[config.mk]
export PLATFORM = sky130hd
export DESIGN_NAME = kps_mac
export DESIGN_NICKNAME = d
export VERILOG_FILES = /design/src/hw/rtl/kps_pkg.sv /design/src/hw/rtl/kps_mac.sv
export SDC_FILE = /design/constraint.sdc
export NUM_CORES = 2
export LEC_CHECK = 0
export BUFFER_PORTS_ARGS = -buffer_cell sky130_fd_sc_hd__buf_2
export CAP_MARGIN = 20
export CELL_PAD_IN_SITES_DETAIL_PLACEMENT = 0
export CELL_PAD_IN_SITES_GLOBAL_PLACEMENT = 1
export CORE_MARGIN = 2
export CORE_UTILIZATION = 52
export CTS_BUF_LIST = sky130_fd_sc_hd__clkbuf_4 sky130_fd_sc_hd__clkbuf_8
export DETAILED_ROUTE_END_ITERATION = 12
export GPL_TIMING_DRIVEN = 0
export HOLD_SLACK_MARGIN = 0.02
export PLACE_DENSITY = 0.92
export SLEW_MARGIN = 20
export SYNTH_ARGS = -nofsm -noshare
export SYNTH_HDL_FRONTEND = slang
export SYNTH_SLANG_ARGS = --single-unit
[constraint.sdc]
create_clock -name clk -period 4.2 [get_ports clk]
set_clock_uncertainty 0.1 [all_clocks]
set_input_delay 0.63 -clock clk [delete_from_list [all_inputs] [get_ports clk]]
set_output_delay 0.63 -clock clk [all_outputs]
set_load 0.02 [all_outputs]
[src/hw/rtl/kps_pkg.sv]
package kps_pkg;

    localparam int KEY_W     = 48;
    localparam int DBM_W     = 8;
    localparam int EST_W     = 56;
    localparam int VAR_W     = 32;
    localparam int STATUS_W  = 2;
    localparam int NOISE_W   = 32;
    localparam int IN_W      = KEY_W + DBM_W;
    localparam int MANT_W    = 35;
    localparam int BASE_W    = MANT_W + 17;
    localparam int DEND_W    = 64;
    localparam int SOR_W     = 34;
    localparam int OPND_W    = 32;
    localparam int PROD_W    = 2 * OPND_W;
    localparam int ACC_W     = 88;
    localparam int HALF_W    = 28;
    localparam int ENTRIES_DEFAULT = 128;

    localparam logic [NOISE_W-1:0] NOISE_RESET = 32'h4000_0000;
    localparam logic [VAR_W:0]     ONE_Q31     = 33'h0_8000_0000;
    localparam logic [ACC_W-1:0]   HALF_Q31    = ACC_W'(64'h4000_0000);

    localparam logic [STATUS_W-1:0] STATUS_UPDATED = 2'd0;
    localparam logic [STATUS_W-1:0] STATUS_NEW     = 2'd1;
    localparam logic [STATUS_W-1:0] STATUS_FULL    = 2'd2;
    localparam logic [STATUS_W-1:0] STATUS_UNUSED  = 2'd3;

    typedef struct packed {
        logic              start;
        logic [DEND_W-1:0] dividend;
        logic [SOR_W-1:0]  divisor;
    } div_req_t;

    typedef struct packed {
        logic              valid;
        logic              clear;
        logic              shift;
        logic [OPND_W-1:0] a;
        logic [OPND_W-1:0] b;
    } mac_cmd_t;

    function automatic logic [MANT_W-1:0] dec_mant(input logic [3:0] r);
        logic [MANT_W-1:0] m;
        case (r)
            4'd0:    m = 35'd4294967296;
            4'd1:    m = 35'd5407043472;
            4'd2:    m = 35'd6807064430;
            4'd3:    m = 35'd8569586390;
            4'd4:    m = 35'd10788470075;
            4'd5:    m = 35'd13581879131;
            4'd6:    m = 35'd17098572778;
            4'd7:    m = 35'd21525827778;
            4'd8:    m = 35'd27099411597;
            4'd9:    m = 35'd34116137904;
            default: m = 35'd4294967296;
        endcase
        return m;
    endfunction

    function automatic logic [SOR_W-1:0] pow10(input logic [3:0] n);
        logic [SOR_W-1:0] v;
        case (n)
            4'd0:    v = 34'd1;
            4'd1:    v = 34'd10;
            4'd2:    v = 34'd100;
            4'd3:    v = 34'd1000;
            4'd4:    v = 34'd10000;
            4'd5:    v = 34'd100000;
            4'd6:    v = 34'd1000000;
            4'd7:    v = 34'd10000000;
            4'd8:    v = 34'd100000000;
            4'd9:    v = 34'd1000000000;
            4'd10:   v = 34'd10000000000;
            default: v = 34'd1;
        endcase
        return v;
    endfunction

endpackage

[src/hw/rtl/kps_mac.sv]
module kps_mac
(
    input  logic                        clk,
    input  logic                        rst_n,
    input  kps_pkg::mac_cmd_t           cmd,
    output logic [kps_pkg::ACC_W-1:0]   acc
);
    import kps_pkg::*;

    logic [PROD_W-1:0] prod_reg;
    logic              shf_reg;
    logic              pend_reg;
    logic [ACC_W-1:0]  acc_reg;
    logic [ACC_W-1:0]  prod_ext;
    logic [ACC_W-1:0]  addend;

    assign prod_ext = ACC_W'(prod_reg);
    assign addend   = shf_reg ? {prod_ext[ACC_W-HALF_W-1:0], HALF_W'(0)} : prod_ext;

    always_ff @(posedge clk or negedge rst_n)
    begin
        if (!rst_n)
        begin
            pend_reg <= 1'b0;
        end
        else
        begin
            pend_reg <= cmd.valid;
        end
    end

    always_ff @(posedge clk)
    begin
        if (cmd.valid)
        begin
            prod_reg <= cmd.a * cmd.b;
            shf_reg  <= cmd.shift;
        end
        if (cmd.clear)
        begin
            acc_reg <= HALF_Q31;
        end
        else if (pend_reg)
        begin
            acc_reg <= acc_reg + addend;
        end
    end

    assign acc = acc_reg;

endmodule

=== After elaboration in Yosys (flattened, before gate mapping) ===
Index checks and enable logic that the tools add are counted.

* Register bits after elaboration: 154
* Input port bits: 69
* Logic and storage cells: 7

* Add/sub/neg operators: 1
* Multipliers: 1
* Muxes and demuxes: 1

{| class="wikitable"
|+ Operators with widths
! cell !! number
|-
| 88-bit adder || 1
|-
| 88-bit two-way mux || 1
|-
| 32-bit by 32-bit multiplier with 64-bit output || 1
|}

=== Logic depth before layout (Yosys ltp) ===
* Depth in word-level cells: 2
* Gate-level depth with buffers: 29
* Depth with buffers taken out: 27

=== Worst setup path before layout ===
No wires, ideal clock.

* Path type: input to register
* From: in cmd[52] in the netlist's numbering
* To: reg prod_reg[61] (data pin)
* Library setup time: 0.258 ns
* Data arrival time: 7.417 ns
* Setup slack: -3.576 ns
* Stages on the path: 27
* Buffers on the path: 2
* Path through: clkbuf_1 > and2_1 > fa_1 > inv_1 > fa_1 > fa_1 > fa_1 > inv_1 > fa_1 > fa_1 > fa_1 > inv_1 > fa_1 > inv_1 > ha_1 > buf_2 > a21oi_1 > o21a_1 > a211o_1 > a2111oi_2 > o21ai_1 > o31a_1 > o211ai_2 > nand2_1 > nor3b_1 > o22ai_1 > xnor2_1

* Word-level cells in the longest chain between the ends: 1

{| class="wikitable"
|+ Ends and longest elaborated chain
! element !! RTL line !! text
|-
| start: declaration || kps_mac.sv:5 || <nowiki>input kps_pkg::mac_cmd_t cmd,</nowiki>
|-
| 32-bit by 32-bit multiplier with 64-bit output || kps_mac.sv:36 || <nowiki>prod_reg <= cmd.a * cmd.b;</nowiki>
|-
| end signal: assignment || kps_mac.sv:36 ||
|-
| end: declaration || kps_mac.sv:10 || <nowiki>logic [PROD_W-1:0] prod_reg;</nowiki>
|}

Every way passes these cells.
A chain may end at the register's enable or synchronous reset.

=== Final worst setup path ===
* From: in cmd[3] in the netlist's numbering
* To: reg prod_reg[63] (data pin)

Same word-level chain as after synthesis.

==> run summary <==
Worst-path clk slew -> 0.10 ns
synth warn -> 0
clock latency at the later pin of the worst-skew pair -> 0.53 ns
clock sink count -> 154
Placed Area -> 0.0473 sq mm
Total GRT Usage -> 0.376
die width -> 296 microns
Setup TNS -> -160.21 ns
fin crit period -> 8.02 ns
CP most frequent cell -> fa_1
commonest non-fill, non-tap cells in the layout -> 882 x inv_1, 863 x fa_1, 623 x nand2_1, 545 x and2_1, 307 x ha_1
Synth Cell Area -> 0.0442 sq mm
P&R area growth vs syn -> 14.8%
initial core utilization -> 0.526
Post-synth EDFFs -> 65
vias in the first global route -> 37.8k
DR vias/cell -> 5.80
die height -> 296 microns
Max Clock Freq -> 0.125 GHz
Slew HR -> 0.271
slowest CP cell -> fa_2
share of flip-flops with an asynchronous set or reset -> 0.00649
Crit path buffers/inverters -> 7
WP data required -> 4.36 ns
crit share post-route -> 1.91
DRT antenna net count -> 0
Yosys top cell area share -> 0.406
Syn Inst Count -> 4946
DR WL/cell -> 25.6 microns
vias post-DR -> 37.0k
Synth Net Count -> 6262
CTS tree -> yes
RSZ-0062 raised after global routing -> yes
largest net degree at the start of global routing -> 67
clock tree root driver cell -> clkbuf_8
clock buffer depth -> 2
synth top area cells -> fa_1 41%, ha_1 9.9%, and2_1 8.3%
global-route wire length before repair -> 237000 microns
CP top delay family -> adder cells
Crit Path Max Fanout -> 6
# IOs -> 157
initial antenna violation count -> 10
CP Launch Type -> primary input
H-tree Lvls -> 4
worst slew pin tran -> 1.09 ns
Largest register FFs -> 88
final setup fails -> 56
FF+latch count, synth -> 154
final setup margin -> -3.82 ns
Final Max Slew Viols -> 0
Synth Flop Type -> dfxtp_1
grt ovf -> 0
# rows -> 106
post-route cell area -> 0.0507 sq mm
WS Path Type -> in -> reg
Worst EP arrival -> 8.17 ns
layout cell share with drive strength beyond 1 -> 0.160
Num CTS Buffers -> 17
register area share after synthesis -> 0.0846
Max-Cap Viols -> 0
failing checks -> negative setup slack
Crit path largest cell delay -> 0.61 ns
post-synth cell types -> 85
routability cong. -> 1.07
area of the die -> 0.0873 sq mm
Final Hold Vio Count -> 0
Setup crit end kind -> flop
status -> finished with violations
Nets -> 6535
drt first pass iters -> 6
Core Area -> 0.0840 sq mm
Avg Synthesized Cell Area -> 8.94 sq um
number of buffers added on ports -> 155
commonest non-fill, non-tap cell in the layout -> inv_1
Synth area leader -> fa_1
DP Wirelength -> 131000 microns
Hold Path Class -> in -> reg
final wirelength -> 163000 microns
drt drc -> 0
Initial DRC Count -> 3537
==> final cells by class <==
cell class	instances	area [sq um]
tap	1134	1420
antenna	8	20.0
clock buffer	18	248
fill	7364	33200
buffer	263	2360
multi-input combinational	3619	37600
inverter	900	3380
timing repair buffer	264	1800
sequential	154	3740
clock inverter	14	150
==> synth_stat cells (29+ instances only) <==
cell type,n
a21o_1,71
xor2_1,50
nand3_1,29
o21ai_0,111
o21bai_1,33
fa_1,897
edfxtp_1,65
nand2_1,633
nor2b_1,37
mux2i_1,45
ha_1,350
and2_1,589
nor2_1,153
dfxtp_1,88
clkbuf_1,259
a21oi_1,190
inv_1,900
mux2_2,36
xnor2_1,93
nand4_1,49
==> what timing repair did <==
action / CTS / global route
hold buffers: 1 / 0
setup endpoints to repair: 111 / 86
gates resized for setup: 341 / 280
pin swaps: 74 / 111
hold endpoints to repair: 1 / 0
cloned: 0 / 0
buffers inserted: 47 / 66
==> layer usage <==
metal	global-route usage	routed length, microns
met3	0.106	19700
met4	0.196	10300
met5	0	37
met1	0.479	60700
met2	0.585	72300
==> stage by stage <==
step           cells  utilization  setup WS (ns)  hold WS (ns)
5_1_grt         6367        0.604          -3.90         0.206
3_5_place_dp    6235        0.564          -5.08         0.326
3_3_place_gp    6235        0.564          -5.04         0.325
4_1_cts         6314        0.589          -3.72         0.200
2_1_floorplan   4946            -          -3.30         0.234
6_report        6374        0.604          -3.82         0.230
==> kinds of logic (layout without fill, tap and decap cells) <==
kind of cell	Yosys count	in the layout	synth area share
flip-flops	154	154	0.0846
other	0	8	0
adder cells (fa/ha/maj)	1247	1247	0.505
multiplexers	81	81	0.0194
XOR/XNOR	143	143	0.0283
buffers and inverters	1173	1459	0.0999
AND/OR/NAND/NOR	1577	1577	0.178
AO/OA/AOI/OAI	571	571	0.0846
==> worst paths after layout <==
check	start	end	slack [ns]	depth (start not counted)
hold / removal	cmd[64]	shf_reg$_DFFE_PP_	0.23	1
setup / recovery	cmd[3]	prod_reg[63]$_DFFE_PP_	-3.82	27
min in group asynchronous	rst_n	pend_reg$_DFF_PN0_	0.31	2
hold reg to reg	acc[64]$_SDFFE_PP0P_	acc[64]$_SDFFE_PP0P_	0.38	2
setup reg to reg	shf_reg$_DFFE_PP_	acc[66]$_SDFFE_PP0P_	0.06	18
max in group asynchronous	rst_n	pend_reg$_DFF_PN0_	3.59	2
Power is not shown: default switching activity piles up to over one toggle a cycle in this logic, so the estimate is an artifact.
