### config.mk
export PLATFORM = sky130hd
export DESIGN_NAME = kps_divider
export DESIGN_NICKNAME = d
export VERILOG_FILES = /design/src/hw/rtl/kps_pkg.sv /design/src/hw/rtl/kps_divider.sv
export SDC_FILE = /design/constraint.sdc
export NUM_CORES = 1
export LEC_CHECK = 0
export ABC_AREA = 1
export BUFFER_PORTS_ARGS = -buffer_cell sky130_fd_sc_hd__buf_2
export CAP_MARGIN = 20
export CORE_AREA = 4 4 124 126
export CTS_BUF_LIST = sky130_fd_sc_hd__clkbuf_4 sky130_fd_sc_hd__clkbuf_8 sky130_fd_sc_hd__clkbuf_16
export CTS_CLUSTER_DIAMETER = 150
export DETAILED_ROUTE_END_ITERATION = 16
export DIE_AREA = 0 0 128 130
export GPL_TIMING_DRIVEN = 0
export PLACE_DENSITY = 0.85
export SYNTH_ARGS = -nofsm -noshare
export SYNTH_HDL_FRONTEND = slang
export SYNTH_SLANG_ARGS = --single-unit
export TNS_END_PERCENT = 20
### constraint.sdc
create_clock -name clk -period 4.9 [get_ports clk]
set_input_delay 0.49 -clock clk [delete_from_list [all_inputs] [get_ports clk]]
set_output_delay 0.49 -clock clk [all_outputs]
set_load 0.01 [all_outputs]
### src/hw/rtl/kps_pkg.sv
package kps_pkg;

    localparam int KEY_W     = 48;
    localparam int DBM_W     = 8;
    localparam int EST_W     = 56;
    localparam int VAR_W     = 32;
    localparam int STATUS_W  = 2;
    localparam int NOISE_W   = 32;
    localparam int IN_W      = KEY_W + DBM_W;
    localparam int MANT_W    = 35;
    localparam int BASE_W    = MANT_W + 17;
    localparam int DEND_W    = 64;
    localparam int SOR_W     = 34;
    localparam int OPND_W    = 32;
    localparam int PROD_W    = 2 * OPND_W;
    localparam int ACC_W     = 88;
    localparam int HALF_W    = 28;
    localparam int ENTRIES_DEFAULT = 128;

    localparam logic [NOISE_W-1:0] NOISE_RESET = 32'h4000_0000;
    localparam logic [VAR_W:0]     ONE_Q31     = 33'h0_8000_0000;
    localparam logic [ACC_W-1:0]   HALF_Q31    = ACC_W'(64'h4000_0000);

    localparam logic [STATUS_W-1:0] STATUS_UPDATED = 2'd0;
    localparam logic [STATUS_W-1:0] STATUS_NEW     = 2'd1;
    localparam logic [STATUS_W-1:0] STATUS_FULL    = 2'd2;
    localparam logic [STATUS_W-1:0] STATUS_UNUSED  = 2'd3;

    typedef struct packed {
        logic              start;
        logic [DEND_W-1:0] dividend;
        logic [SOR_W-1:0]  divisor;
    } div_req_t;

    typedef struct packed {
        logic              valid;
        logic              clear;
        logic              shift;
        logic [OPND_W-1:0] a;
        logic [OPND_W-1:0] b;
    } mac_cmd_t;

    function automatic logic [MANT_W-1:0] dec_mant(input logic [3:0] r);
        logic [MANT_W-1:0] m;
        case (r)
            4'd0:    m = 35'd4294967296;
            4'd1:    m = 35'd5407043472;
            4'd2:    m = 35'd6807064430;
            4'd3:    m = 35'd8569586390;
            4'd4:    m = 35'd10788470075;
            4'd5:    m = 35'd13581879131;
            4'd6:    m = 35'd17098572778;
            4'd7:    m = 35'd21525827778;
            4'd8:    m = 35'd27099411597;
            4'd9:    m = 35'd34116137904;
            default: m = 35'd4294967296;
        endcase
        return m;
    endfunction

    function automatic logic [SOR_W-1:0] pow10(input logic [3:0] n);
        logic [SOR_W-1:0] v;
        case (n)
            4'd0:    v = 34'd1;
            4'd1:    v = 34'd10;
            4'd2:    v = 34'd100;
            4'd3:    v = 34'd1000;
            4'd4:    v = 34'd10000;
            4'd5:    v = 34'd100000;
            4'd6:    v = 34'd1000000;
            4'd7:    v = 34'd10000000;
            4'd8:    v = 34'd100000000;
            4'd9:    v = 34'd1000000000;
            4'd10:   v = 34'd10000000000;
            default: v = 34'd1;
        endcase
        return v;
    endfunction

endpackage

### src/hw/rtl/kps_divider.sv
module kps_divider
(
    input  logic                          clk,
    input  logic                          rst_n,
    input  kps_pkg::div_req_t             req,
    output logic                          busy,
    output logic                          done,
    output logic [kps_pkg::DEND_W-1:0]    quotient
);
    import kps_pkg::*;

    logic [DEND_W-1:0] quo_reg, quo_next;
    logic [SOR_W-1:0]  rem_reg, rem_next;
    logic [SOR_W-1:0]  sor_reg;
    logic [5:0]        cnt_reg;
    logic              busy_reg;
    logic              done_reg;
    logic [SOR_W:0]    trial;
    logic              fits;

    assign trial = {rem_reg, quo_reg[DEND_W-1]};
    assign fits  = trial >= {1'b0, sor_reg};

    always_comb
    begin
        quo_next = {quo_reg[DEND_W-2:0], fits};
        rem_next = fits ? SOR_W'(trial - {1'b0, sor_reg}) : trial[SOR_W-1:0];
    end

    always_ff @(posedge clk or negedge rst_n)
    begin
        if (!rst_n)
        begin
            busy_reg <= 1'b0;
            done_reg <= 1'b0;
            cnt_reg  <= '0;
        end
        else
        begin
            done_reg <= 1'b0;
            if (req.start)
            begin
                busy_reg <= 1'b1;
                cnt_reg  <= '0;
            end
            else if (busy_reg)
            begin
                cnt_reg <= cnt_reg + 6'd1;
                if (cnt_reg == 6'd63)
                begin
                    busy_reg <= 1'b0;
                    done_reg <= 1'b1;
                end
            end
        end
    end

    always_ff @(posedge clk)
    begin
        if (req.start)
        begin
            quo_reg <= req.dividend;
            rem_reg <= '0;
            sor_reg <= req.divisor;
        end
        else if (busy_reg)
        begin
            quo_reg <= quo_next;
            rem_reg <= rem_next;
        end
    end

    assign busy     = busy_reg;
    assign done     = done_reg;
    assign quotient = quo_reg;

endmodule

### After elaboration in Yosys (flattened, before gate mapping)

Cells that the tools add are included.

| cells by class | value |
|---|---|
| add/subtract/negate cells | 2 |
| order comparisons | 1 |
| equality and inequality tests | 1 |
| multiplexer cells | 11 |
| reduce and logical (&&, ||, !) cells | 1 |

Operators with widths:

| operator | count |
|---|---|
| 2-to-1 mux 64 bit | 2 |
| greater-or-equal comparator 35 x 34 -> 1 bit | 1 |
| 2-to-1 mux 34 bit | 1 |
| subtractor 34 bit | 1 |
| 2-to-1 mux 6 bit | 2 |
| adder 6 x 1 -> 6 bit, second input constant | 1 |
| == test 6 bit, second input constant | 1 |
| 2-to-1 mux 1 bit | 6 |
| nonzero test 2 bit | 1 |

| storage, ports and cells | value |
|---|---|
| bits in registers | 140 |

### Longest topological paths before layout

Gate-level depths: netlist (run 1).

| logic depth | value |
|---|---|
| word-level depth | 4 |
| gate-level depth with buffers | 16 |

### Worst setup path after synthesis (run 1)

OpenSTA, ideal clock, no wires.

| timing path | value |
|---|---|
| path kind | register to register |
| start | reg busy_reg (netlist: busy) |
| end | reg quo_reg[0] (netlist: quotient[0]) (enable) |
| setup time | 454 ps |
| arrival | 2731 ps |
| required time | 4446 ps |
| slack | 1715 ps |
| cell stages (with the launch flop) | 4 |
| path buffers | 1 |
| cell sequence | dfrtp_1 > nor2_1 > inv_2 > buf_1 |

| on the way | value |
|---|---|
| word-level cells in the longest chain between the ends | 1 |

RTL lines:

| item | RTL line | RTL |
|---|---|---|
| start, declared | kps_divider.sv:16 | `logic busy_reg;` |
| start signal, assigned | kps_divider.sv:34 | `busy_reg <= 1'b0;` |
| start signal, assigned | kps_divider.sv:43 | `busy_reg <= 1'b1;` |
| start signal, assigned | kps_divider.sv:51 | `busy_reg <= 1'b0;` |
| nonzero test 2 bit (no source line) | -- |  |
| end signal, assigned | kps_divider.sv:62 | `quo_reg <= req.dividend;` |
| end signal, assigned | kps_divider.sv:68 | `quo_reg <= quo_next;` |
| end, declared | kps_divider.sv:12 | `logic [DEND_W-1:0] quo_reg, quo_next;` |

No other way between the ends.
A chain may end at the register's enable or synchronous reset.

### Worst setup path after layout (run 1)

| timing path | value |
|---|---|
| start | in req[98] (netlist name) |
| end | reg quo_reg[39] (netlist: quotient[39]) (enable) |

| on the way | value |
|---|---|
| word-level cells in the longest chain between the ends | 1 |

RTL lines:

| item | RTL line | RTL |
|---|---|---|
| start, declared | kps_divider.sv:5 | `input kps_pkg::div_req_t req,` |
| nonzero test 2 bit (no source line) | -- |  |

No other way between the ends.

==> flow_summary.toml, run 1 <==
[outcome]
status = "complete, no violations"

[critical_path]
rrSetupSlack_ps = 2440
critPathCaptureType = "flop"
cp.arrival_ps = 2890
critPathKind = "input port to flop"
path_max_fanout = 41
required_ps = 5010
start_kind = "input port"

[clocking]
clk_latency_ps = 430
cts.sinks = 140
ctsResizeCount = 0
cts_buffer_depth = 2
htree_levels = 4
clk_pin_slew_worst_paths_ps = 60
cts_tree = "built"
cts-root-buf = "clkbuf_16"
cts_made_buffers = 17
cts_setup_buffers = 0

[place]
post-dp-hpwl_um = 17700
pre_cts_ws_ps = 1650
place.gp.congestion = 0.978
io_buffers = 166

[routing]
drt-initial-drc-count = 625
antenna_left = 0
drc_errors = 0
vias_per_cell = 5.21
routed_wl_um = 23500
first_pass_iters = 6
vias = 7959
post_drt_wl_per_cell_um = 15.4

[die]
start_util = 0.591
die_area_sq_um = 16600
fp.dieW_um = 128
io_pins = 167
die_h_um = 130
rows = 44
core_area_sq_um = 14300

[sta]
holdWs_ps = 235
report.final.slew_viol_count = 0
finalSetupViolations = 0
rsz0062_at_grt = "false"
max_freq_mhz = 361
finalCritPeriodShare = 0.566
tightest_slew_ps = 898
fin_ws_ps = 2130
min_period_ps = 2770
setup_tns_ps = 0
fin_skew_ps = 12.8
slew_headroom = 0.401
hold_violations = 0

[synth]
synth_top_area_share = 0.348
synth_nets = 1281
yosysMostFrequentCell = "nand2_1"
synth_common_cells = "478 x nand2_1, 184 x inv_1, 98 x edfxtp_1, 89 x nand3_1, 47 x nor2_1"
ys_seq_elements = 140
async_flop_share = 0.0571
seq_area_frac_synth = 0.452
synth_flop_cell = "edfxtp_1"
synth_area_leaders = "edfxtp_1 35%, nand2_1 21%, inv_1 8.2%"
avgSynthCellArea_sq_um = 7.40
synth_top_cell_by_area = "edfxtp_1"
synth_edf_count = 98
post_synth_instance_area_sq_um = 8460
ys_warn_count = 0
synth_cell_types = 36
syn_inst = 1144

[cells_and_area]
num_antenna_cells = 0
area_delta_synth_final_pct = 20.3
fillCellCount = 1171
regArea_sq_um = 3820
largest_reg_flops = 64
nets = 1468
multi_input_area_sq_um = 3780
fin_util = 0.711
drive_above_1_share = 0.184

[global_route]
grt.overflow.total = 0
grt_first_pass_wirelength_um = 37000
grt_max_degree = 42
antenna_found_initial = 0
grt_pass1_vias = 7456
grt_usage = 0.285

[power_and_ir_drop]
p_per_area_nw_per_um2 = 526
combPwrFrac = 0.442
p_leak_nw = 5.47
p_sw_frac = 0.406
p_int_mw = 3.18
seq_power_share = 0.301
peakVddDrop_v = 0.000302
pwr-share-clk = 0.257
switchingPower_mw = 2.18

[worst_hold_path]
hp-class = "input port to flop"

[job]
cap_violations = 0
placed cells by master (no fill, tap or decap), types with 2 or more instances in the layout:
cell type,Yosys,layout
a21oi_1,20,20
inv_1,184,184
o21ai_1,14,14
nand4_1,7,7
nand2_2,5,5
inv_8,0,2
dfxtp_1,34,34
inv_6,0,4
o21bai_1,4,4
nor2_2,10,10
dfrtp_1,8,8
o21ai_0,14,14
nand3_1,89,89
clkinv_4,0,2
ha_1,35,35
nand2_4,2,2
clkbuf_1,16,16
and2_1,3,3
edfxtp_1,98,98
xnor2_1,18,18
buf_2,8,175
clkinv_2,0,2
nand2_1,478,478
clkbuf_16,0,17
bufinv_16,0,3
nor2_1,47,47
nand3_2,8,8
nor3_1,5,5
nand3b_1,17,17
buf_6,2,2
inv_2,7,7
per-layer routing:
layer | up-vias | global-route usage | wire [um]
met5 | - | 0 | 0
li1 | 3946 | - | -
met2 | 340 | 0.484 | 11400
met1 | 3633 | 0.355 | 9280
met4 | 0 | 0.0911 | 481
met3 | 40 | 0.0819 | 2270
worst max-delay path, stage by stage:
cell	delay, ps
buf_2	680
nor2_1	410
inv_2	280
buf_2	640
buf_12	320
cell type report:
class                      count  share of cell area
clock inverter                14              0.0179
sequential                   140               0.376
tap                          184              0.0226
inverter                     191              0.0704
timing repair buffer         168              0.0846
clock buffer                  18              0.0431
buffer                        28              0.0140
multi-input combinational    785               0.372
stage by stage:
stage | cells | total power [mW] | instance area [sq um]
after floorplan | 1144 | 3.34 | 8460
after global placement | 1494 | 3.89 | 9530
after detailed placement | 1495 | 3.94 | 9550
after CTS | 1528 | 5.33 | 10200
after global routing | 1528 | 5.71 | 10200
final | 1528 | 5.36 | 10200
what timing repair did:
action,in CTS,in global routing
endpoints found under the setup margin,0,0
endpoints found under the hold margin,8,0
hold buffers,1,0
kinds of logic (layout without fill, tap and decap cells):
logic type | after synthesis | count (layout) | synth area share
xor+xnor | 19 | 19 | 0.0197
fa+ha+maj | 36 | 36 | 0.0541
flops | 140 | 140 | 0.452
compound gates | 56 | 56 | 0.0358
buf+inv | 219 | 419 | 0.101
simple gates | 674 | 674 | 0.337
power groups by stage:
stage               Clock [mW]  Sequential, mW  Combinational (mW)
CTS                       1.38            1.61                2.34
floorplan                    0            1.62                1.72
finish                    1.38            1.61                2.37
global route              1.43            1.63                2.65
detailed placement           0            1.62                2.31
global placement             0            1.62                2.27
worst paths after layout:
| path | start | to | depth (start not counted) |
|---|---|---|---|
| max | req[98] | quotient[39] | 5 |
| min | req[32] | sor_reg[32] | 1 |
| max reg2reg | sor_reg[28] | rem_reg[15] | 11 |
| min reg2reg | rem_reg[31] | rem_reg[31] | 2 |
| max in group asynchronous | rst_n | busy | 2 |
| min in group asynchronous | rst_n | cnt_reg[2] | 2 |
Power figures use the tool's default switching activity.
==> inputs of run 2 (changes only) <==
CORE_AREA = 4 4 128 130   (was 4 4 124 126)
DIE_AREA = 0 0 132 134   (was 0 0 128 130)
PLACE_DENSITY = 0.8   (was 0.85)
clock period = 2.7 ns   (was 4.9 ns; I/O delays follow)
==> run 2 against run 1 <==
Net effect: global-route usage is 2.2 points lower; first-iteration DRC count is 17% lower; clock power is 63% higher; core utilization is 4.4 points lower; design area is 0.73% lower; die area is 6.3% higher; critical path depth is 9 higher; critical path type is now flop to flop; critical endpoint is now rem_reg[26].
==> flow_summary.toml, run 2 (synthesized netlist as in run 1, its figures left out) <==
[critical_path]
required_ps = 3030
ff2ff_path_depth = 14
max_stage_delay_ps = 370
critPathCaptureType = "flop"
cp_slowest_cell = "ha_1"
crit_chain = "inv_1 -> ha_1 -> nand2_1 -> nor2_2 -> nand2_1 -> nor2_1 -> nand3_1 -> nand3_2 -> nor2_4 -> nand2_4 -> buf_6 -> nand3_1 -> nand3_1 -> nand2_1"
path_max_fanout = 10
reg2reg_to = "rem_reg[26]"
start_kind = "flop"
critPathKind = "flop to flop"
rr_startpoint = "sor_reg[17]"
cp.arrival_ps = 2870
rrSetupSlack_ps = 150

[sta]
finalCritPeriodShare = 0.943
holdWs_ps = 6.93
fin_skew_ps = 13.4
finalSetupViolations = 0
report.final.slew_viol_count = 0
tightest_slew_ps = 946
max_freq_mhz = 393
rsz0062_at_grt = "false"
hold_violations = 0
min_period_ps = 2550
slew_headroom = 0.369

[routing]
vias_per_cell = 5.17
drt-initial-drc-count = 518
post_drt_wl_per_cell_um = 15.2
vias = 7913
drc_errors = 0
antenna_left = 0
first_pass_iters = 5
routed_wl_um = 23300

[clocking]
cts_made_buffers = 17
clk_latency_ps = 440
cts.sinks = 140
htree_levels = 4
cts_buffer_depth = 2
cts-root-buf = "clkbuf_16"
clk_pin_slew_worst_paths_ps = 70
cts_tree = "built"
cts_setup_buffers = 0

[cells_and_area]
layout.cells.non_filler = 1531
fillCellCount = 1298
drive_above_1_share = 0.183
mostFrequentLayoutCells = "478 x nand2_1, 184 x inv_1, 174 x buf_2"
fin_area_sq_um = 10100
area_delta_synth_final_pct = 19.4
nets = 1467
final_common_cell = "nand2_1"
num_antenna_cells = 0
largest_reg_flops = 64

[die]
fp.dieW_um = 132
die_h_um = 134
die_area_sq_um = 17700
start_util = 0.559
core_area_sq_um = 15100
rows = 45
io_pins = 167

[job]
cap_violations = 0

[global_route]
antenna_found_initial = 0
grt_usage = 0.263
grt_pass1_vias = 7751
grt_max_degree = 74
grt_first_pass_wirelength_um = 37000
grt.overflow.total = 0

[power_and_ir_drop]
p_leak_nw = 5.42
p_per_area_nw_per_um2 = 936
peakVddDrop_v = 0.000541

[place]
postPlaceCellArea_sq_um = 9530
post-dp-hpwl_um = 17600
io_buffers = 166
placed_cells = 1498
place.gp.congestion = 0.954

[worst_hold_path]
hp-start = "req[20]"
hp-class = "input port to flop"
hold-path-cell-count = 1
hold_path_end = "sor_reg[20]"

[outcome]
status = "complete, no violations"
## run 2: changes by cell type in the layout (fill, tap and decap cells not counted), sizes merged
cell,change
bufinv,-3
inv,+1
clkinvlp,+3
buf,-1
clkbuf,-1
## run 2: power breakdown
| part | switching, mW | internal [mW] | total (mW) | leakage, nW |
|---|---|---|---|---|
| registers | 0.232 | 2.69 | 2.92 | 1.42 |
| clock network | 1.05 | 1.21 | 2.25 | 0.263 |
| logic | 2.71 | 1.58 | 4.29 | 3.73 |
| total | 3.98 | 5.48 | 9.46 | 5.42 |
## run 2: critical path: cells and delay by family (launching register included)
family                   cells  cell delay (ps)
AND/OR/NAND/NOR             11             1470
flip-flops                   1              360
adder cells (fa/ha/maj)      1              370
buffers and inverters        2              220
## run 2: routing by layer
| layer | global-route usage | up-vias | part of all wire |
|---|---|---|---|
| met3 | 0.0773 | 52 | 0.090 |
| met5 | 0 | - | 0 |
| met1 | 0.320 | 3593 | 0.41 |
| met2 | 0.444 | 312 | 0.47 |
| li1 | - | 3956 | - |
| met4 | 0.0992 | 0 | 0.026 |
## run 2: through the flow
step / total power, mW / setup TNS (ps) / worst slack (ps) / utilization
after global routing: 10.1 / 0 / 9.72 / 0.667
after global placement: 7.08 / -65690 / -925 / 0.630
after floorplan: 6.07 / 0 / 393 / -
after CTS: 9.43 / 0 / 188 / 0.667
final: 9.46 / 0 / 154 / 0.667
after detailed placement: 7.15 / -11220 / -177 / 0.629
## run 2: what timing repair did
| action | in CTS | in global routing |
|---|---|---|
| gates resized for setup | 0 | 1 |
| hold buffers | 1 | 0 |
| endpoints found under the hold margin | 8 | 0 |
| setup endpoints to repair | 0 | 2 |
## run 2: layout make-up
class                   count  area (sq um)  area share
plain buffers              28           145      0.0144
clock buffers              17           425      0.0421
clock inverters            15           133      0.0131
inverters                 191           717      0.0710
multi-input cells         785          3780       0.375
flip-flops and latches    140          3820       0.378
well taps                 188           235      0.0233
repair buffers            167           841      0.0832
## run 2: worst max-delay path by stage
stage                        end  cells after the start        start  slack (ps)
floorplan            quotient[0]                      3         busy         390
global placement    quotient[39]                      4      req[98]        -920
detailed placement  quotient[40]                      4      req[98]        -180
CTS                  rem_reg[26]                     14  sor_reg[17]         190
global route         rem_reg[26]                     14  sor_reg[17]          10
finish               rem_reg[26]                     14  sor_reg[17]         150
